### src/design/tpd_pkg.sv
// ----------------------------------------------------------------------------
// Telemetry packet decoder package
// Shared types and constants for the telemetry packet decoder: frame codes,
// sensor ids, unit codes and the records passed between the decoder parts.
// ----------------------------------------------------------------------------
`default_nettype none

package tpd_pkg;

  // Packet geometry.
  localparam int unsigned PktLen = 8;

  // Start-of-packet rule: 0x00 or anything at or above this value.
  localparam logic [7:0] StartMin = 8'hAC;

  // Frame numbers carried in packet byte 2.
  localparam logic [7:0] FrameBatt   = 8'h00;
  localparam logic [7:0] FrameRxVolt = 8'h11;
  localparam logic [7:0] FrameNone0  = 8'h12;
  localparam logic [7:0] FrameTemp   = 8'h13;
  localparam logic [7:0] FrameGps    = 8'h14;
  localparam logic [7:0] FrameRpm    = 8'h15;
  localparam logic [7:0] FrameNone1  = 8'h16;
  localparam logic [7:0] FrameMisc   = 8'h17;
  localparam logic [7:0] FrameAmp    = 8'h18;

  // Sensor identifiers.
  localparam logic [15:0] IdRssi     = 16'hFF00;
  localparam logic [15:0] IdLqi      = 16'hFF01;
  localparam logic [15:0] IdBatt     = 16'h0003;
  localparam logic [15:0] IdRxVolt   = 16'h1103;
  localparam logic [15:0] IdTemp     = 16'h1304;
  localparam logic [15:0] IdSpeed    = 16'h1400;
  localparam logic [15:0] IdAlt      = 16'h1402;
  localparam logic [15:0] IdGpsTemp  = 16'h1404;
  localparam logic [15:0] IdRpmRaw   = 16'h1500;
  localparam logic [15:0] IdRpm1     = 16'h1501;
  localparam logic [15:0] IdRpm2     = 16'h1503;
  localparam logic [15:0] IdMiscRaw0 = 16'h1700;
  localparam logic [15:0] IdMiscRaw1 = 16'h1702;
  localparam logic [15:0] IdMiscT1   = 16'h1703;
  localparam logic [15:0] IdMiscT2   = 16'h1704;
  localparam logic [15:0] IdVolt     = 16'h1800;
  localparam logic [15:0] IdAmp      = 16'h1803;

  // Scaled value: word * 100 / 28 == word * 25 / 7, and word * 100 / 14 == word * 50 / 7.
  localparam int unsigned ScaledW    = 22;
  localparam logic [ScaledW-1:0] ScaleVolt = 22'd25;
  localparam logic [ScaledW-1:0] ScaleAmp  = 22'd50;
  localparam logic [7:0] TempOffset = 8'd40;

  // Reciprocal of 7 in 24 fractional bits, rounded down.
  localparam int unsigned RecipShift = 24;
  localparam logic [ScaledW-1:0] Recip7 = 22'd2396745;
  localparam int unsigned QuotW = 20;

  typedef enum logic [2:0] {
    UNIT_NONE  = 3'd0,
    UNIT_VOLT  = 3'd1,
    UNIT_CELS  = 3'd2,
    UNIT_SPEED = 3'd3,
    UNIT_METER = 3'd4,
    UNIT_RPM   = 3'd5,
    UNIT_AMP   = 3'd6
  } tpd_unit_e;

  // One complete packet plus its pre-scaled divider operand.
  typedef struct packed {
    logic [ScaledW-1:0]     scaled;
    logic [PktLen-1:0][7:0] bytes;
  } tpd_pkt_t;

  // One result item.
  typedef struct packed {
    logic [15:0] sensor_id;
    logic [31:0] reading;
    tpd_unit_e   unit_code;
    logic [1:0]  decimals;
    logic        link_alive;
    logic        last;
  } tpd_result_t;

endpackage

`default_nettype wire

### src/design/tpd_front.sv
// ----------------------------------------------------------------------------
// Telemetry packet decoder front end
// Accepts received bytes, drops invalid start bytes, gathers eight bytes and
// pushes each complete packet, with its scaled voltage word, to the queue.
// ----------------------------------------------------------------------------
`default_nettype none

module tpd_front (
  input  wire logic            clk_i,
  input  wire logic            rst_ni,
  input  wire logic            in_valid_i,
  output logic                 in_ready_o,
  input  wire logic [7:0]      rx_byte_i,
  output logic                 push_o,
  output tpd_pkg::tpd_pkt_t    push_data_o,
  input  wire logic            push_ready_i
);

  localparam logic [2:0] LastIdx = 3'(tpd_pkg::PktLen - 1);

  logic [2:0]                           count_q, count_d;
  logic [tpd_pkg::PktLen-2:0][7:0]      buf_q;
  logic                                 accept;
  logic                                 start_ok;
  logic [15:0]                          volt_word;
  logic [tpd_pkg::ScaledW-1:0]          scale;

  // Only the final byte needs queue space.
  assign in_ready_o = (count_q != LastIdx) || push_ready_i;
  assign accept     = in_valid_i && in_ready_o;
  assign start_ok   = (count_q != 3'd0) || (rx_byte_i == 8'h00) ||
                      (rx_byte_i >= tpd_pkg::StartMin);

  // Packet completes with the eighth byte of a started packet.
  assign push_o = accept && (count_q == LastIdx);

  // Assemble the packet with the arriving byte in the last place.
  assign volt_word = {buf_q[6], rx_byte_i};
  assign scale     = (buf_q[2] == tpd_pkg::FrameAmp) ? tpd_pkg::ScaleAmp
                                                     : tpd_pkg::ScaleVolt;
  always_comb begin
    push_data_o.bytes  = {rx_byte_i, buf_q};
    push_data_o.scaled = {6'd0, volt_word} * scale;
  end

  // Byte counter.
  always_comb begin
    count_d = count_q;
    if (accept && start_ok) begin
      count_d = (count_q == LastIdx) ? 3'd0 : count_q + 3'd1;
    end
  end

  always_ff @(posedge clk_i or negedge rst_ni) begin
    if (!rst_ni) begin
      count_q <= 3'd0;
    end else begin
      count_q <= count_d;
    end
  end

  // Byte buffer; the last byte goes straight into the pushed packet.
  always_ff @(posedge clk_i) begin
    if (accept && start_ok && (count_q != LastIdx)) begin
      buf_q[count_q] <= rx_byte_i;
    end
  end

endmodule

`default_nettype wire

### src/design/tpd_queue.sv
// ----------------------------------------------------------------------------
// Telemetry packet decoder packet queue
// Small register FIFO of complete packets between the front and back ends.
// ----------------------------------------------------------------------------
`default_nettype none

module tpd_queue #(
  parameter int unsigned DEPTH = 2
) (
  input  wire logic               clk_i,
  input  wire logic               rst_ni,
  input  wire logic               wr_valid_i,
  output logic                    wr_ready_o,
  input  wire tpd_pkg::tpd_pkt_t  wr_data_i,
  output logic                    rd_valid_o,
  input  wire logic               rd_ready_i,
  output tpd_pkg::tpd_pkt_t       rd_data_o
);

  localparam int unsigned PtrW = (DEPTH > 1) ? $clog2(DEPTH) : 1;
  localparam int unsigned CntW = $clog2(DEPTH + 1);
  localparam logic [PtrW-1:0] LastPtr = PtrW'(DEPTH - 1);
  localparam logic [CntW-1:0] Full    = CntW'(DEPTH);

  tpd_pkg::tpd_pkt_t mem_q [DEPTH];
  logic [PtrW-1:0]   wr_ptr_q, rd_ptr_q;
  logic [CntW-1:0]   cnt_q;
  logic              do_wr, do_rd;

  assign wr_ready_o = (cnt_q != Full);
  assign rd_valid_o = (cnt_q != '0);
  assign do_wr      = wr_valid_i && wr_ready_o;
  assign do_rd      = rd_valid_o && rd_ready_i;
  assign rd_data_o  = mem_q[rd_ptr_q];

  // Pointers and fill count.
  always_ff @(posedge clk_i or negedge rst_ni) begin
    if (!rst_ni) begin
      wr_ptr_q <= '0;
      rd_ptr_q <= '0;
      cnt_q    <= '0;
    end else begin
      if (do_wr) begin
        wr_ptr_q <= (wr_ptr_q == LastPtr) ? '0 : wr_ptr_q + 1'b1;
      end
      if (do_rd) begin
        rd_ptr_q <= (rd_ptr_q == LastPtr) ? '0 : rd_ptr_q + 1'b1;
      end
      if (do_wr && !do_rd) begin
        cnt_q <= cnt_q + 1'b1;
      end else if (do_rd && !do_wr) begin
        cnt_q <= cnt_q - 1'b1;
      end
    end
  end

  // Storage.
  always_ff @(posedge clk_i) begin
    if (do_wr) begin
      mem_q[wr_ptr_q] <= wr_data_i;
    end
  end

endmodule

`default_nettype wire

### src/design/tpd_div7.sv
// ----------------------------------------------------------------------------
// Telemetry packet decoder divide-by-seven unit
// Two-stage pipeline: reciprocal multiply, then one compare-and-correct step.
// ----------------------------------------------------------------------------
`default_nettype none

module tpd_div7 (
  input  wire logic                          clk_i,
  input  wire logic [tpd_pkg::ScaledW-1:0]   x_i,
  output logic      [tpd_pkg::QuotW-1:0]     q_o
);

  localparam int unsigned W = tpd_pkg::ScaledW;
  localparam int unsigned QW = tpd_pkg::QuotW;

  logic [2*W-1:0] prod_q;
  logic [W-1:0]   x_q;
  logic [QW-1:0]  q0;
  logic [W-1:0]   rem;
  logic [QW-1:0]  q_q;

  // The estimate is the true quotient or one below it.
  assign q0  = prod_q[tpd_pkg::RecipShift +: QW];
  assign rem = x_q - ((W'(q0) << 3) - W'(q0));
  assign q_o = q_q;

  always_ff @(posedge clk_i) begin
    prod_q <= {{W{1'b0}}, x_i} * {{W{1'b0}}, tpd_pkg::Recip7};
    x_q    <= x_i;
    q_q    <= (rem >= W'(7)) ? q0 + 1'b1 : q0;
  end

endmodule

`default_nettype wire

### src/design/tpd_back.sv
// ----------------------------------------------------------------------------
// Telemetry packet decoder back end
// Takes one packet at a time from the queue and emits its RSSI, LQI and
// sensor results through an output register, one per cycle while that register can take it.
// ----------------------------------------------------------------------------
`default_nettype none

module tpd_back (
  input  wire logic               clk_i,
  input  wire logic               rst_ni,
  input  wire logic               pkt_valid_i,
  output logic                    pkt_ready_o,
  input  wire tpd_pkg::tpd_pkt_t  pkt_data_i,
  output logic                    out_valid_o,
  input  wire logic               out_ready_i,
  output tpd_pkg::tpd_result_t    out_data_o
);

  tpd_pkg::tpd_pkt_t    pkt_q;
  tpd_pkg::tpd_result_t out_q;
  tpd_pkg::tpd_result_t res;
  logic                 busy_q, out_valid_q;
  logic [2:0]           slot_q;
  logic [2:0]           n_res;
  logic [1:0]           sens;
  logic                 advance, is_last, load;
  logic [tpd_pkg::QuotW-1:0] quot;
  logic [7:0]           p [tpd_pkg::PktLen];

  // The divider registers the product, then the corrected quotient; the first
  // sensor result follows the RSSI and LQI results.
  tpd_div7 u_div7 (
    .clk_i (clk_i),
    .x_i   (pkt_q.scaled),
    .q_o   (quot)
  );

  always_comb begin
    for (int i = 0; i < tpd_pkg::PktLen; i++) begin
      p[i] = pkt_q.bytes[i];
    end
  end

  // Number of results for the frame: RSSI and LQI plus its sensors.
  always_comb begin
    unique case (p[2]) inside
      tpd_pkg::FrameNone0, tpd_pkg::FrameNone1: n_res = 3'd2;
      tpd_pkg::FrameGps, tpd_pkg::FrameRpm:     n_res = 3'd5;
      tpd_pkg::FrameMisc:                       n_res = 3'd6;
      tpd_pkg::FrameAmp:                        n_res = 3'd4;
      default:                                  n_res = 3'd3;
    endcase
  end

  // Result for the current slot.
  always_comb begin
    sens           = 2'(slot_q - 3'd2);
    res            = '0;
    res.unit_code  = tpd_pkg::UNIT_NONE;
    res.last       = is_last;
    if (slot_q == 3'd0) begin
      res.sensor_id  = tpd_pkg::IdRssi;
      res.reading    = {24'd0, p[0]};
      res.link_alive = (p[0] != 8'd0);
    end else if (slot_q == 3'd1) begin
      res.sensor_id = tpd_pkg::IdLqi;
      res.reading   = {24'd0, p[1]};
    end else begin
      unique case (p[2]) inside
        tpd_pkg::FrameBatt, tpd_pkg::FrameRxVolt: begin
          res.sensor_id = (p[2] == tpd_pkg::FrameBatt) ? tpd_pkg::IdBatt
                                                       : tpd_pkg::IdRxVolt;
          res.reading   = {12'd0, quot};
          res.unit_code = tpd_pkg::UNIT_VOLT;
          res.decimals  = 2'd2;
        end
        tpd_pkg::FrameNone0, tpd_pkg::FrameNone1: begin
          res.sensor_id = '0;
        end
        tpd_pkg::FrameTemp: begin
          res.sensor_id = tpd_pkg::IdTemp;
          res.reading   = {24'd0, p[7]} - {24'd0, tpd_pkg::TempOffset};
          res.unit_code = tpd_pkg::UNIT_CELS;
        end
        tpd_pkg::FrameGps: begin
          case (sens)
            2'd0: begin
              res.sensor_id = tpd_pkg::IdSpeed;
              res.reading   = {16'd0, p[3], p[4]};
              res.unit_code = tpd_pkg::UNIT_SPEED;
            end
            2'd1: begin
              res.sensor_id = tpd_pkg::IdAlt;
              res.reading   = {16'd0, p[5], p[6]};
              res.unit_code = tpd_pkg::UNIT_METER;
            end
            default: begin
              res.sensor_id = tpd_pkg::IdGpsTemp;
              res.reading   = {24'd0, p[7]} - {24'd0, tpd_pkg::TempOffset};
              res.unit_code = tpd_pkg::UNIT_CELS;
            end
          endcase
        end
        tpd_pkg::FrameRpm: begin
          case (sens)
            2'd0: begin
              res.sensor_id = tpd_pkg::IdRpmRaw;
              res.reading   = {24'd0, p[3]};
            end
            2'd1: begin
              res.sensor_id = tpd_pkg::IdRpm1;
              res.reading   = {16'd0, p[5], p[4]};
              res.unit_code = tpd_pkg::UNIT_RPM;
            end
            default: begin
              res.sensor_id = tpd_pkg::IdRpm2;
              res.reading   = {16'd0, p[7], p[6]};
              res.unit_code = tpd_pkg::UNIT_RPM;
            end
          endcase
        end
        tpd_pkg::FrameMisc: begin
          case (sens)
            2'd0: begin
              res.sensor_id = tpd_pkg::IdMiscRaw0;
              res.reading   = {16'd0, p[3], p[4]};
            end
            2'd1: begin
              res.sensor_id = tpd_pkg::IdMiscRaw1;
              res.reading   = {24'd0, p[5]};
            end
            2'd2: begin
              res.sensor_id = tpd_pkg::IdMiscT1;
              res.reading   = {24'd0, p[6]} - {24'd0, tpd_pkg::TempOffset};
              res.unit_code = tpd_pkg::UNIT_CELS;
            end
            default: begin
              res.sensor_id = tpd_pkg::IdMiscT2;
              res.reading   = {24'd0, p[7]} - {24'd0, tpd_pkg::TempOffset};
              res.unit_code = tpd_pkg::UNIT_CELS;
            end
          endcase
        end
        tpd_pkg::FrameAmp: begin
          if (sens == 2'd0) begin
            res.sensor_id = tpd_pkg::IdVolt;
            res.reading   = {16'd0, p[4], p[5]};
            res.unit_code = tpd_pkg::UNIT_VOLT;
            res.decimals  = 2'd1;
          end else begin
            res.sensor_id = tpd_pkg::IdAmp;
            res.reading   = {12'd0, quot};
            res.unit_code = tpd_pkg::UNIT_AMP;
            res.decimals  = 2'd2;
          end
        end
        default: begin
          res.sensor_id = {8'd0, p[2]};
          res.reading   = {p[6], p[5], p[4], p[3]};
        end
      endcase
    end
  end

  // Sequencing: one result per cycle while the output register can take it.
  assign advance     = busy_q && (!out_valid_q || out_ready_i);
  assign is_last     = (slot_q == n_res - 3'd1);
  assign pkt_ready_o = !busy_q || (advance && is_last);
  assign load        = pkt_valid_i && pkt_ready_o;
  assign out_valid_o = out_valid_q;
  assign out_data_o  = out_q;

  always_ff @(posedge clk_i or negedge rst_ni) begin
    if (!rst_ni) begin
      busy_q      <= 1'b0;
      slot_q      <= 3'd0;
      out_valid_q <= 1'b0;
    end else begin
      if (advance) begin
        out_valid_q <= 1'b1;
      end else if (out_ready_i) begin
        out_valid_q <= 1'b0;
      end
      // A new packet restarts the slot count; otherwise each result steps it.
      if (load) begin
        busy_q <= 1'b1;
        slot_q <= 3'd0;
      end else if (advance) begin
        slot_q <= slot_q + 3'd1;
        if (is_last) begin
          busy_q <= 1'b0;
        end
      end
    end
  end

  // Payload registers.
  always_ff @(posedge clk_i) begin
    if (load) begin
      pkt_q <= pkt_data_i;
    end
    if (advance) begin
      out_q <= res;
    end
  end

endmodule

`default_nettype wire

### src/design/telemetry_packet_decoder.sv
// ----------------------------------------------------------------------------
// Telemetry packet decoder
// Gathers received bytes into 8-byte packets and emits RSSI, LQI and decoded
// sensor results for each packet.
//
//   Channel | Direction | Handshake               | Payload
//   --------+-----------+-------------------------+------------------------------
//   in      | input     | in_valid_i / in_ready_o | rx_byte_i
//   out     | output    | out_valid_o/out_ready_i | sensor_id_o, reading_o,
//           |           |                         | unit_code_o, decimals_o,
//           |           |                         | link_alive_o, last_o
//
// One byte is accepted every cycle while in_ready_o is high. A packet's results
// (two to six) leave one per cycle unless out_ready_i holds them, after the queue,
// packet register and output register; the back end's sequencer sets the rate.
// Reset clears the byte count, the packet queue and the result sequencer.
// in_ready_o drops only while the eighth byte waits for a free queue entry;
// out_ready_i low holds the current result and later packets in the queue.
// ----------------------------------------------------------------------------
`default_nettype none

module telemetry_packet_decoder #(
  parameter int unsigned QUEUE_DEPTH = 2
) (
  input  wire logic               clk_i,
  input  wire logic               rst_ni,
  input  wire logic               in_valid_i,
  output logic                    in_ready_o,
  input  wire logic [7:0]         rx_byte_i,
  output logic                    out_valid_o,
  input  wire logic               out_ready_i,
  output logic [15:0]             sensor_id_o,
  output logic signed [31:0]      reading_o,
  output logic [2:0]              unit_code_o,
  output logic [1:0]              decimals_o,
  output logic                    link_alive_o,
  output logic                    last_o
);

  logic                 push_valid, push_ready;
  tpd_pkg::tpd_pkt_t    push_data;
  logic                 pop_valid, pop_ready;
  tpd_pkg::tpd_pkt_t    pop_data;
  tpd_pkg::tpd_result_t result;

  // Byte gathering.
  tpd_front u_front (
    .clk_i        (clk_i),
    .rst_ni       (rst_ni),
    .in_valid_i   (in_valid_i),
    .in_ready_o   (in_ready_o),
    .rx_byte_i    (rx_byte_i),
    .push_o       (push_valid),
    .push_data_o  (push_data),
    .push_ready_i (push_ready)
  );

  // Packet queue.
  tpd_queue #(
    .DEPTH (QUEUE_DEPTH)
  ) u_queue (
    .clk_i      (clk_i),
    .rst_ni     (rst_ni),
    .wr_valid_i (push_valid),
    .wr_ready_o (push_ready),
    .wr_data_i  (push_data),
    .rd_valid_o (pop_valid),
    .rd_ready_i (pop_ready),
    .rd_data_o  (pop_data)
  );

  // Result generation.
  tpd_back u_back (
    .clk_i       (clk_i),
    .rst_ni      (rst_ni),
    .pkt_valid_i (pop_valid),
    .pkt_ready_o (pop_ready),
    .pkt_data_i  (pop_data),
    .out_valid_o (out_valid_o),
    .out_ready_i (out_ready_i),
    .out_data_o  (result)
  );

  assign sensor_id_o  = result.sensor_id;
  assign reading_o    = $signed(result.reading);
  assign unit_code_o  = result.unit_code;
  assign decimals_o   = result.decimals;
  assign link_alive_o = result.link_alive;
  assign last_o       = result.last;

`ifndef NO_ASSERTIONS
  // Only the RSSI result can report a live link.
  a_alive_rssi : assert property (@(posedge clk_i) disable iff (!rst_ni)
    out_valid_o && link_alive_o |-> sensor_id_o == tpd_pkg::IdRssi)
    else $error("link_alive set on a non-RSSI result");

  // The RSSI result always opens a packet and never closes it.
  a_rssi_not_last : assert property (@(posedge clk_i) disable iff (!rst_ni)
    out_valid_o && sensor_id_o == tpd_pkg::IdRssi && decimals_o == 2'd0 &&
    unit_code_o == tpd_pkg::UNIT_NONE |-> !last_o)
    else $error("RSSI result marked last");

  // The front end stalls only when the queue cannot take a packet.
  a_stall_cause : assert property (@(posedge clk_i) disable iff (!rst_ni)
    !in_ready_o |-> !push_ready)
    else $error("input stalled while the queue has room");

  // A packet is only pushed when the queue has room.
  a_push_room : assert property (@(posedge clk_i) disable iff (!rst_ni)
    push_valid |-> push_ready)
    else $error("packet pushed into a full queue");
`endif

endmodule

`default_nettype wire
### config.mk
export PLATFORM = sky130hd
export DESIGN_NAME = telemetry_packet_decoder
export DESIGN_NICKNAME = d
export VERILOG_FILES = /design/src/design/tpd_pkg.sv /design/src/design/tpd_front.sv /design/src/design/tpd_queue.sv /design/src/design/tpd_div7.sv /design/src/design/tpd_back.sv /design/src/design/telemetry_packet_decoder.sv
export SDC_FILE = /design/constraint.sdc
export NUM_CORES = 1
export LEC_CHECK = 0
export ABC_AREA = 1
export ABC_CLOCK_PERIOD_IN_PS = 8550
export BUFFER_PORTS_ARGS = -buffer_cell sky130_fd_sc_hd__buf_2
export CORE_UTILIZATION = 35
export CTS_BUF_LIST = sky130_fd_sc_hd__clkbuf_4 sky130_fd_sc_hd__clkbuf_8 sky130_fd_sc_hd__clkbuf_16
export DETAILED_ROUTE_END_ITERATION = 6
export GPL_ROUTABILITY_DRIVEN = 0
export PLACE_DENSITY = 0.52
export SLEW_MARGIN = 20
export SYNTH_ARGS = -nofsm -noshare
export SYNTH_HDL_FRONTEND = slang
export SYNTH_HIERARCHICAL = 1
export SYNTH_SLANG_ARGS = --single-unit
### constraint.sdc
create_clock -name clk_i -period 8.55 [get_ports clk_i]
set_input_delay 1.71 -clock clk_i [delete_from_list [all_inputs] [get_ports clk_i]]
set_output_delay 1.71 -clock clk_i [all_outputs]
set_load 0.05 [all_outputs]
==> reports/metrics.yaml, run 1 <==
clk_latency_ns: 0.61
violations: "design-rule violations"
synthFlopType: "edfxtp_1"
synth_area_leader_cell: "edfxtp_1"
rr_endpoint: "u_back/u_div7/prod_q[39]"
hold_buffers: 0
num_rows: 104
synthTopCellsByArea: "edfxtp_1 (38%), nand2_1 (11%), fa_1 (10%)"
hpwl_um: 57550
crit_slowest_cell: "fa_1"
min_from: "u_front/push_data_o[35]"
synth.most_common_cell: "nand2_1"
core_sq_um: 80680
ctsResizeCount: 0
slowest_delay_ns: 0.54
h-tree-depth: 2
syn_area_sq_um: 28630
placed_cells: 4191
clock-skew-final_ns: 0.05247
cp_cell_sequence: "ha_1 > fa_1 > inv_1 > fa_1 > inv_1 > fa_1 > fa_1 > inv_1 > fa_1 > inv_1 > ha_1 > a21oi_1 > o21ai_0 > a21oi_1 > o21ai_0 > a21oi_1 > o21ai_1 > nand2_1 > nand2_1 > nand2_1 > nand2_1"
setup_ws_ns: 3.182
grt_overflow_total: 0
finalHoldViolCount: 0
worstReg2RegStart: "u_back/pkt_q[65]"
fin_util_pct: 39.27
synth_top_family_by_area: "adder cells"
clk_pin_slew_ns: 0.06
drc: 18
critPathLaunchType: "flop"
ys_types: 58
cts_made_buffers: 48
via_count: 20250
clock_path_buffers: 3
post_cts_buffers: 0
outcome: "finished, violations left"
grt_util_all_layers_pct: 17.84
avgSynthCellArea_sq_um: 9.230
io_pins: 69
ys_seq_area_share_pct: 43.88
final_antenna_net_count: 0
port_buffers: 68
postRouteWirelength_um: 73730
antenna_found_initial: 0
setup_viol: 0
drt_iter0_drc: 1731
tightest_slew_ns: 1.100
grt_pass1_vias: 19630
pre_cts_ws_ns: 3.239
final.min_clock_period_ns: 5.368
critPathRequiredTime_ns: 9.02
synth_compound_area_share_pct: 5.375
initial_core_util_pct: 35.49
ys_ff_latch: 441
diodes: 0
finalMaxSlewViolations: 0
cts_tree: "yes"
die_w_um: 288.0
avgRoutedWirePerCell_um: 17.23
via_per_inst: 4.731
synth_common_cells: "nand2_1 (868), inv_1 (555), edfxtp_1 (367)"
fmax_mhz: 186.3
synth_xor_area_share_pct: 1.897
synthCells: 3102
synth_simple_gate_area_share_pct: 18.94
fillers: 8083
synth_fa_ha_area_share_pct: 20.82
r2r_slack_ns: 3.18
crit_fanout: 5
fp.dieH_um: 288.0
synth_top_area_share_pct: 38.49
worstHoldEndpoint: "u_queue/mem_q[1][35]"
rr_worst_depth: 21
end_kind: "flop"
die_area_sq_um: 82950
arrival_ns: 5.84
grt_pass1_wl_um: 113700
stdcell_count: 4280
worstHoldPathCells: 0
nets: 3580
crit_top_cell: "fa_1"
dr.pass1.iters: 7
tns_ns: 0
muxShareOfSynthArea_pct: 0
synth_edf_count: 367
post_route_cells_drive_above_1_share_pct: 7.360
slew_headroom_pct: 26.42
area_delta_synth_final_pct: 10.65
rsz0062_at_grt: "no"
cts.sinks: 441
min_path_type: "flop to flop"
grt_max_degree: 88
synth_warnings: 6
async_reset_ff_share_pct: 2.721
cts-root-buf: "clkbuf_16"
critical_path_class: "flop to flop"
period_share_pct: 62.78
drv_cap: 0
-- cells in the final DEF (no fill, tap or decap), drive strengths merged, types with 78 or more instances in the layout --
master	synthesis	final
inv	568	570
fa	149	149
buf	58	78
ha	238	238
nor2	212	212
nand3	101	101
o21ai	108	108
nand2	890	890
edfxtp	367	367
a21oi	105	105
-- cells by family (layout without fill, tap and decap cells) --
group / Yosys count / count (layout)
simple gates: 1304 / 1304
buf+inv: 633 / 738
flops: 441 / 441
fa+ha+maj: 387 / 387
compound gates: 273 / 273
xor+xnor: 62 / 62
other cells: 2 / 15
-- per-layer routing --
| metal | global-route usage, % | vias up | share of wire, % |
|---|---|---|---|
| met2 | 28.38 | 523 | 45 |
| li1 | - | 10110 | - |
| met1 | 25.68 | 9507 | 48 |
| met4 | 5.119 | 0 | 2.4 |
| met3 | 1.775 | 108 | 4.5 |
| met5 | 0 | - | 0 |
-- stage by stage --
stage	hold WS, ns	area (sq um)
detailed placement	0.4290	30000
global placement	0.4239	30000
CTS	0.4225	31680
finish	0.4268	31680
global route	0.4474	31680
floorplan	0.4017	28680
-- area by class of cell --
type / instances / area, sq um / share of cell area [%]
multi-input cells: 2041 / 13550 / 42.78
flip-flops and latches: 441 / 12560 / 39.66
inverters: 571 / 2147 / 6.777
clock buffers: 65 / 1371 / 4.329
well taps: 1060 / 1326 / 4.186
repair buffers: 78 / 415.4 / 1.311
clock inverters: 24 / 305.3 / 0.9637
-- worst max-delay path, delay by kind of cell, from the launching register on --
kind / cells / cell delay, ns
AO/OA/AOI/OAI: 6 / 1.08
adder cells (fa/ha/maj): 7 / 3.24
buffers and inverters: 4 / 0.20
flip-flops: 1 / 0.46
AND/OR/NAND/NOR: 4 / 0.26
-- registers in the layout, summed over array words and instances, names as in the netlist --
register	flops
u_queue/mem_q	172
u_back/slot_q	3
u_back/p	64
u_back/u_div7/prod_q	20
u_front/push_data_o	56
u_back/u_div7/q_o	20
u_queue/cnt_q	2
u_back/u_div7/x_q	22
u_queue/rd_ptr_q	1
u_back/out_data_o	53
u_front/count_q	3
u_back/pkt_q	22
u_back/busy_q	1
u_queue/wr_ptr_q	1
u_back/out_valid_o	1
-- how the worst max path moves through the flow --
stage                startpoint                       end  slack [ns]  cells after the start
2_1_floorplan       out_ready_i               u_back/p[0]        0.64                      6
3_3_place_gp   u_back/pkt_q[65]  u_back/u_div7/prod_q[39]        3.27                     21
3_5_place_dp   u_back/pkt_q[65]  u_back/u_div7/prod_q[39]        3.24                     21
4_1_cts        u_back/pkt_q[65]  u_back/u_div7/prod_q[39]        3.19                     21
5_1_grt        u_back/pkt_q[65]  u_back/u_div7/prod_q[28]        2.78                     18
6_report       u_back/pkt_q[65]  u_back/u_div7/prod_q[39]        3.18                     21
Power of run 1 is not shown: default switching activity piles up to over one toggle a cycle in this logic, so the estimate is an artifact.
==> inputs of run 2 (changes only) <==
- ABC_AREA: 1 -> 0
- ABC_CLOCK_PERIOD_IN_PS: 8550 -> 5200
- clock period: 8.55 -> 5.2 ns (I/O delays scaled with it)
==> run 2 against run 1 <==
  * The run ends with negative setup slack left
  * Routed wire length down 3.0%
  * Sequential share of layout area down 0.35 points
  * Global-route usage about the same
  * Utilization up 2.1 points
  * Highest routed layer is now met5
==> reports/metrics.yaml, run 2 <==
outcome: "finished, violations left"  # unchanged
violations: "negative setup slack"  # was design-rule violations
clk_pin_slew_ns: 0.06  # about the same
cts.sinks: 441  # unchanged
largest_register_ffs: 172  # unchanged
crit_top_cell: "fa_1"  # unchanged
synthFlopType: "edfxtp_1"  # unchanged
min_path_type: "input port to asynchronous set/reset pin"  # was flop to flop
via_count: 18370  # was 20.25k
critPathRequiredTime_ns: 5.66  # was 9.02 ns
final_antenna_net_count: 0  # unchanged
crit_slowest_cell: "fa_1"  # unchanged
tightest_slew_ns: 1.136  # was 1.100 ns
synth_top_area_share_pct: 40.35  # was 38.49%
rsz0062_at_grt: "yes"  # was no
setup_ws_ns: -0.1464  # was 3.182 ns
critPathLaunchType: "flop"  # unchanged
diodes: 0  # unchanged
h-tree-depth: 2  # unchanged
period_share_pct: 102.8  # was 62.78%
arrival_ns: 5.81  # was 5.84 ns
clock-skew-final_ns: 0.06186  # was 0.05247 ns
ys_ff_latch: 441  # unchanged
grt_util_all_layers_pct: 17.84  # about the same
avgRoutedWirePerCell_um: 20.07  # was 17.23 um
ys_types: 95  # was 58
finalHoldViolCount: 0  # unchanged
layout.area.seq_sq_um: 12570  # was 12,560 sq um
crit_fanout: 3  # was 5
die_area_sq_um: 79160  # was 82,950 sq um
critical_path_class: "flop to flop"  # unchanged
ys_seq_area_share_pct: 45.99  # was 43.88%
via_per_inst: 5.153  # was 4.731
antenna_found_initial: 5  # was 0
postRouteWirelength_um: 71540  # was 73,730 um
num_rows: 102  # was 104
fin_util_pct: 41.34  # was 39.27%
slowest_delay_ns: 0.58  # was 0.54 ns
hold_buffers: 0  # unchanged
crit_buf_inv: 3  # was 4
cts_made_buffers: 47  # was 48
cp_cell_sequence: "buf_6 > ha_4 > ha_4 > fa_1 > fa_1 > fa_1 > inv_2 > fa_1 > inv_2 > ha_4 > a211oi_2 > o21ai_1 > a31oi_2 > a31oi_2 > a211oi_2 > a21oi_2 > or4b_4 > a31oi_4 > xnor2_1"  # was ha_1 > fa_1 > inv_1 > fa_1 > inv_1 > fa_1 > fa_1 > inv_1 > fa_1 > inv_1 > ha_1 > a21oi_1 > o21ai_0 > a21oi_1 > o21ai_0 > a21oi_1 > o21ai_1 > nand2_1 > nand2_1 > nand2_1 > nand2_1
cts-root-buf: "clkbuf_16"  # unchanged
clk_latency_ns: 0.60  # was 0.61 ns
dpl-instance-area_sq_um: 29690  # was 30,000 sq um
grt_pass1_wl_um: 108600  # was 113,700 um
initial_core_util_pct: 35.32  # was 35.49%
area_delta_synth_final_pct: 17.04  # was 10.65%
synthTopCellsByArea: "edfxtp_1 (40%), fa_1 (11%), ha_1 (11%)"  # was edfxtp_1 (38%), nand2_1 (11%), fa_1 (10%)
synth_edf_count: 367  # unchanged
die_w_um: 281.4  # was 288.0 um
slew_headroom_pct: 23.88  # was 26.42%
cts_tree: "yes"  # unchanged
fmax_mhz: 187.0  # was 186.3 MHz
grt_overflow_total: 0  # unchanged
grt_pass1_vias: 18320  # was 19.63k
syn_area_sq_um: 27310  # was 28,630 sq um
hold_ws_ns: 0.3450  # was 0.4268 ns
synth.most_common_cell: "edfxtp_1"  # was nand2_1
multiInputGateArea_sq_um: 13710  # was 13,550 sq um
layout_commonest_cell: "edfxtp_1"  # was nand2_1
grt_max_degree: 70  # was 88
nets: 2886  # was 3,580
dr.pass1.iters: 6  # was 7
io_pins: 69  # unchanged
stdcell_area_sq_um: 31970  # was 31,680 sq um
pre_cts_ws_ns: -0.4314  # was 3.239 ns
drv_cap: 0  # unchanged
core_sq_um: 77340  # was 80,680 sq um
setup_viol: 5  # was 0
avgSynthCellArea_sq_um: 11.88  # was 9.230 sq um
final.min_clock_period_ns: 5.346  # was 5.368 ns
regMostFlops: "u_queue/mem_q"  # unchanged
synth_common_cells: "edfxtp_1 (367), inv_1 (348), ha_1 (238)"  # was nand2_1 (868), inv_1 (555), edfxtp_1 (367)
fillers: 7318  # was 8,083
finalMaxSlewViolations: 0  # unchanged
hpwl_um: 54840  # was 57,550 um
fp.dieH_um: 281.4  # was 288.0 um
synthCells: 2300  # was 3,102
clock_path_buffers: 3  # unchanged
synth_warnings: 6  # unchanged
post_route_cells_drive_above_1_share_pct: 20.08  # was 7.360%
async_reset_ff_share_pct: 2.721  # unchanged
drt_iter0_drc: 1583  # was 1,731
drc: 0  # was 18
end_kind: "flop"  # unchanged
crit_family: "adder cells"  # unchanged
synth_area_leader_cell: "edfxtp_1"  # unchanged
port_buffers: 68  # unchanged
layout_common_cells: "edfxtp_1 (367), inv_1 (342), ha_1 (200)"  # was nand2_1 (868), inv_1 (554), edfxtp_1 (367)
run 2: cell families after synthesis:
family | Yosys count | share of synthesized area [%]
fa+ha+maj | 387 | 21.82
xor+xnor | 59 | 1.947
compound gates | 428 | 10.93
mux | 95 | 4.297
simple gates | 454 | 8.548
flops | 441 | 45.99
buf+inv | 434 | 6.440
other cells | 2 | 0.02749
run 2: area by class of cell:
| class | count | share of cell area, % |
|---|---|---|
| Multi-Input combinational cell | 1438 | 42.88 |
| Sequential cell | 441 | 39.31 |
| Timing Repair Buffer | 211 | 4.497 |
| Clock buffer | 60 | 4.152 |
| Inverter | 348 | 4.086 |
| Tap cell | 1040 | 4.070 |
| Clock inverter | 27 | 1.006 |
run 2: routing by layer:
layer | vias up | GRT usage (%) | routed length, um
li1 | 8567 | - | -
met5 | - | 0 | 10
met2 | 573 | 28.31 | 32880
met1 | 9104 | 25.59 | 33190
met4 | 2 | 5.393 | 1912
met3 | 125 | 1.922 | 3545
run 2: worst paths after layout:
kind                                         startpoint                       end  slack, ns  depth (start not counted)
max in group asynchronous                        rst_ni          u_queue/rd_ptr_q       4.57                          1
worst min-delay path                             rst_ni          u_queue/rd_ptr_q       0.34                          1
worst max register to register         u_back/pkt_q[80]  u_back/u_div7/prod_q[42]      -0.15                         19
worst max-delay path                   u_back/pkt_q[80]  u_back/u_div7/prod_q[42]      -0.15                         19
min in group clk_i              u_front/push_data_o[40]      u_queue/mem_q[0][40]       0.40                          0
worst min register to register  u_front/push_data_o[40]      u_queue/mem_q[0][40]       0.40                          0
run 2: stage by stage:
step / setup TNS (ns) / std cells
2_1_floorplan: -0.03195 / 2313
3_3_place_gp: -1.578 / 3457
3_5_place_dp: -4.030 / 3457
4_1_cts: -0.4597 / 3552
5_1_grt: -2.157 / 3565
6_report: -0.2837 / 3565
run 2: what timing repair did:
item                       CTS  global route
pin swaps                   20            31
gates resized for setup     36            43
setup buffers                8            14
setup endpoints to repair   19            24
run 2: worst reg2reg max path, stage by stage (launching register included):
cell and delay, ns:
edfxtp_1 0.45, buf_6 0.16, ha_4 0.27, ha_4 0.19, fa_1 0.49, fa_1 0.54, fa_1 0.58, inv_2 0.04
fa_1 0.49, inv_2 0.05, ha_4 0.23, a211oi_2 0.23, o21ai_1 0.11, a31oi_2 0.19, a31oi_2 0.13, a211oi_2 0.24
a21oi_2 0.14, or4b_4 0.51, a31oi_4 0.15, xnor2_1 0.08
Power of run 2 is left out for the same reason.
==> inputs of run 3 (changes only) <==
- ABC_CLOCK_PERIOD_IN_PS: 5200 -> 6700
- clock period: 5.2 -> 6.7 ns (I/O delays scaled with it)
==> run 3 against run 2 <==
  * The flow finishes with violations (design-rule violations)
  * Die area unchanged
  * Critical path depth up 2
  * Via count down 2.3%
  * Critical endpoint unchanged
  * Largest cell class unchanged
  * Highest routed layer is now met4
==> reports/metrics.yaml, run 3 (same netlist as run 2, synthesis figures left out) <==
initial_core_util_pct: 35.32  # unchanged
h-tree-depth: 2  # unchanged
r2r_slack_ns: 0.45  # was -0.15 ns
rr_endpoint: "u_back/u_div7/prod_q[42]"  # unchanged
crit_fanout: 5  # was 3
hold_buffers: 0  # unchanged
area_delta_synth_final_pct: 11.75  # was 17.04%
end_kind: "flop"  # unchanged
rr_worst_depth: 21  # was 19
top_usage_layer: "met2"  # unchanged
worstHoldEndpoint: "u_queue/mem_q[1][40]"
via_per_inst: 5.208  # was 5.153
finalHoldViolCount: 0  # unchanged
postRouteWirelength_um: 70500  # was 71,540 um
ctsResizeCount: 0  # was 36
worstHoldPathCells: 0
final.min_clock_period_ns: 6.252  # was 5.346 ns
antenna_found_initial: 1  # was 5
post_cts_buffers: 0  # was 8
dr.pass1.iters: 7  # was 6
min_from: "u_front/push_data_o[40]"
cts-root-buf: "clkbuf_16"  # unchanged
via_count: 17940  # was 18.37k
clk_pin_slew_ns: 0.06  # about the same
grtUsageMet1_pct: 25.78  # was 25.59%
rsz0062_at_grt: "no"  # was yes
arrival_ns: 6.76  # was 5.81 ns
fmax_mhz: 159.9  # was 187.0 MHz
io_pins: 69  # unchanged
worstReg2RegStart: "u_back/pkt_q[72]"  # was u_back/pkt_q[80]
grt_util_all_layers_pct: 17.83  # was 17.84%
avgRoutedWirePerCell_um: 20.46  # was 20.07 um
drv_cap: 0  # unchanged
met2_usage_pct: 28.19  # was 28.31%
core_sq_um: 77340  # unchanged
layout_commonest_cell: "edfxtp_1"  # unchanged
setup_viol: 0  # was 5
crit_slowest_cell: "or4b_2"  # was fa_1
fp.dieH_um: 281.4  # unchanged
outcome: "finished, violations left"  # unchanged
final_antenna_net_count: 0  # unchanged
cts_made_buffers: 48  # was 47
hpwl_um: 53160  # was 54,840 um
layout_common_cells: "edfxtp_1 (367), inv_1 (348), ha_1 (238)"  # was edfxtp_1 (367), inv_1 (342), ha_1 (200)
clock-skew-final_ns: 0.03407  # was 0.06186 ns
grt_pass1_wl_um: 108600  # about the same
critPathRequiredTime_ns: 7.20  # was 5.66 ns
cts.sinks: 441  # unchanged
grt_overflow_total: 0  # unchanged
drc: 2  # was 0
regMostFlops: "u_queue/mem_q"  # unchanged
finalMaxSlewViolations: 0  # unchanged
met3_usage_pct: 1.939  # was 1.922%
slew_headroom_pct: 28.21  # was 23.88%
critPathLaunchType: "flop"  # unchanged
nets: 2766  # was 2,886
tightest_slew_ns: 1.060  # was 1.136 ns
largest_register_ffs: 172  # unchanged
critical_path_class: "flop to flop"  # unchanged
port_buffers: 68  # unchanged
grt_max_degree: 65  # was 70
period_share_pct: 93.31  # was 102.8%
violations: "design-rule violations"  # was negative setup slack
die_area_sq_um: 79160  # unchanged
tns_ns: 0  # was -0.2837 ns
clock_path_buffers: 3  # unchanged
cp_cell_sequence: "ha_1 > ha_1 > inv_1 > fa_1 > inv_1 > fa_1 > fa_1 > inv_1 > fa_1 > inv_1 > ha_1 > o21ai_0 > o21ai_0 > a31oi_1 > a31oi_1 > a211oi_1 > buf_4 > a21oi_1 > or4b_2 > a31oi_1 > xnor2_1"  # was buf_6 > ha_4 > ha_4 > fa_1 > fa_1 > fa_1 > inv_2 > fa_1 > inv_2 > ha_4 > a211oi_2 > o21ai_1 > a31oi_2 > a31oi_2 > a211oi_2 > a21oi_2 > or4b_4 > a31oi_4 > xnor2_1
cts_tree: "yes"  # unchanged
die_w_um: 281.4  # unchanged
slowest_delay_ns: 0.69  # was 0.58 ns
grt_pass1_vias: 18070  # was 18.32k
num_rows: 102  # unchanged
diodes: 0  # unchanged
drt_iter0_drc: 1556  # was 1,583
clk_latency_ns: 0.60  # about the same
post_route_cells_drive_above_1_share_pct: 12.68  # was 20.08%
min_path_type: "flop to flop"  # was input port to asynchronous set/reset pin
-- run 3: cell types whose count changed in the layout (fill, tap and decap cells not counted), moves of 6 or more --
| cell | change |
|---|---|
| buf_4 | -118 |
| ha_1 | +38 |
| ha_4 | -30 |
| ha_2 | -8 |
| o21ai_0 | +8 |
| a21oi_1 | +7 |
| a21oi_2 | -7 |
| clkinv_2 | -7 |
| clkinv_1 | +6 |
| inv_1 | +6 |
| inv_2 | -6 |
-- run 3: final cells by class --
cell class / count / area, sq um
clock buffers: 60 / 1310
clock inverters: 28 / 414.1
fillers: 7390 / 46810
inverters: 348 / 1306
multi-input cells: 1438 / 13110
flip-flops and latches: 441 / 12570
well taps: 1040 / 1301
repair buffers: 90 / 518.0
-- run 3: worst max-delay path: cells and delay by family (launching register included) --
family	cells	cell delay [ns]
DFF	1	0.49
xor gates and xnor gates	1	0.13
AOI/OAI and AO/OA	7	1.40
and+or+nand+nor	1	0.69
adders and majority gates	7	3.07
buffers and inverters	5	0.40
-- run 3: worst max-delay path by stage --
stage                                          end        startpoint  cells after the start  slack [ns]
after floorplan           u_back/u_div7/prod_q[42]  u_back/pkt_q[65]                     20        0.82
after global placement    u_back/u_div7/prod_q[42]  u_back/pkt_q[72]                     21        0.53
after detailed placement  u_back/u_div7/prod_q[42]  u_back/pkt_q[65]                     21        0.47
after CTS                 u_back/u_div7/prod_q[42]  u_back/pkt_q[72]                     21        0.45
after global routing      u_back/u_div7/prod_q[42]  u_back/pkt_q[72]                     21         0.1
final                     u_back/u_div7/prod_q[42]  u_back/pkt_q[72]                     21        0.45
-- run 3: routing by layer --
| metal | vias up | share of wire (%) |
|---|---|---|
| met1 | 8877 | 47 |
| met5 | - | 0 |
| met4 | 0 | 2.7 |
| met3 | 123 | 5.4 |
| li1 | 8349 | - |
| met2 | 594 | 45 |
-- run 3: through the flow --
stage	util [%]	hold slack, ns	instance area [sq um]	instances	worst slack (ns)
after floorplan	-	0.4017	27370	2313	0.8226
final	39.47	0.4397	30520	3445	0.4480
after CTS	39.46	0.4369	30520	3445	0.4521
after global placement	37.22	0.4227	28790	3357	0.5265
after detailed placement	37.23	0.4306	28790	3357	0.4678
after global routing	39.47	0.4478	30520	3445	0.09704
Power of run 3 is left out for the same reason.
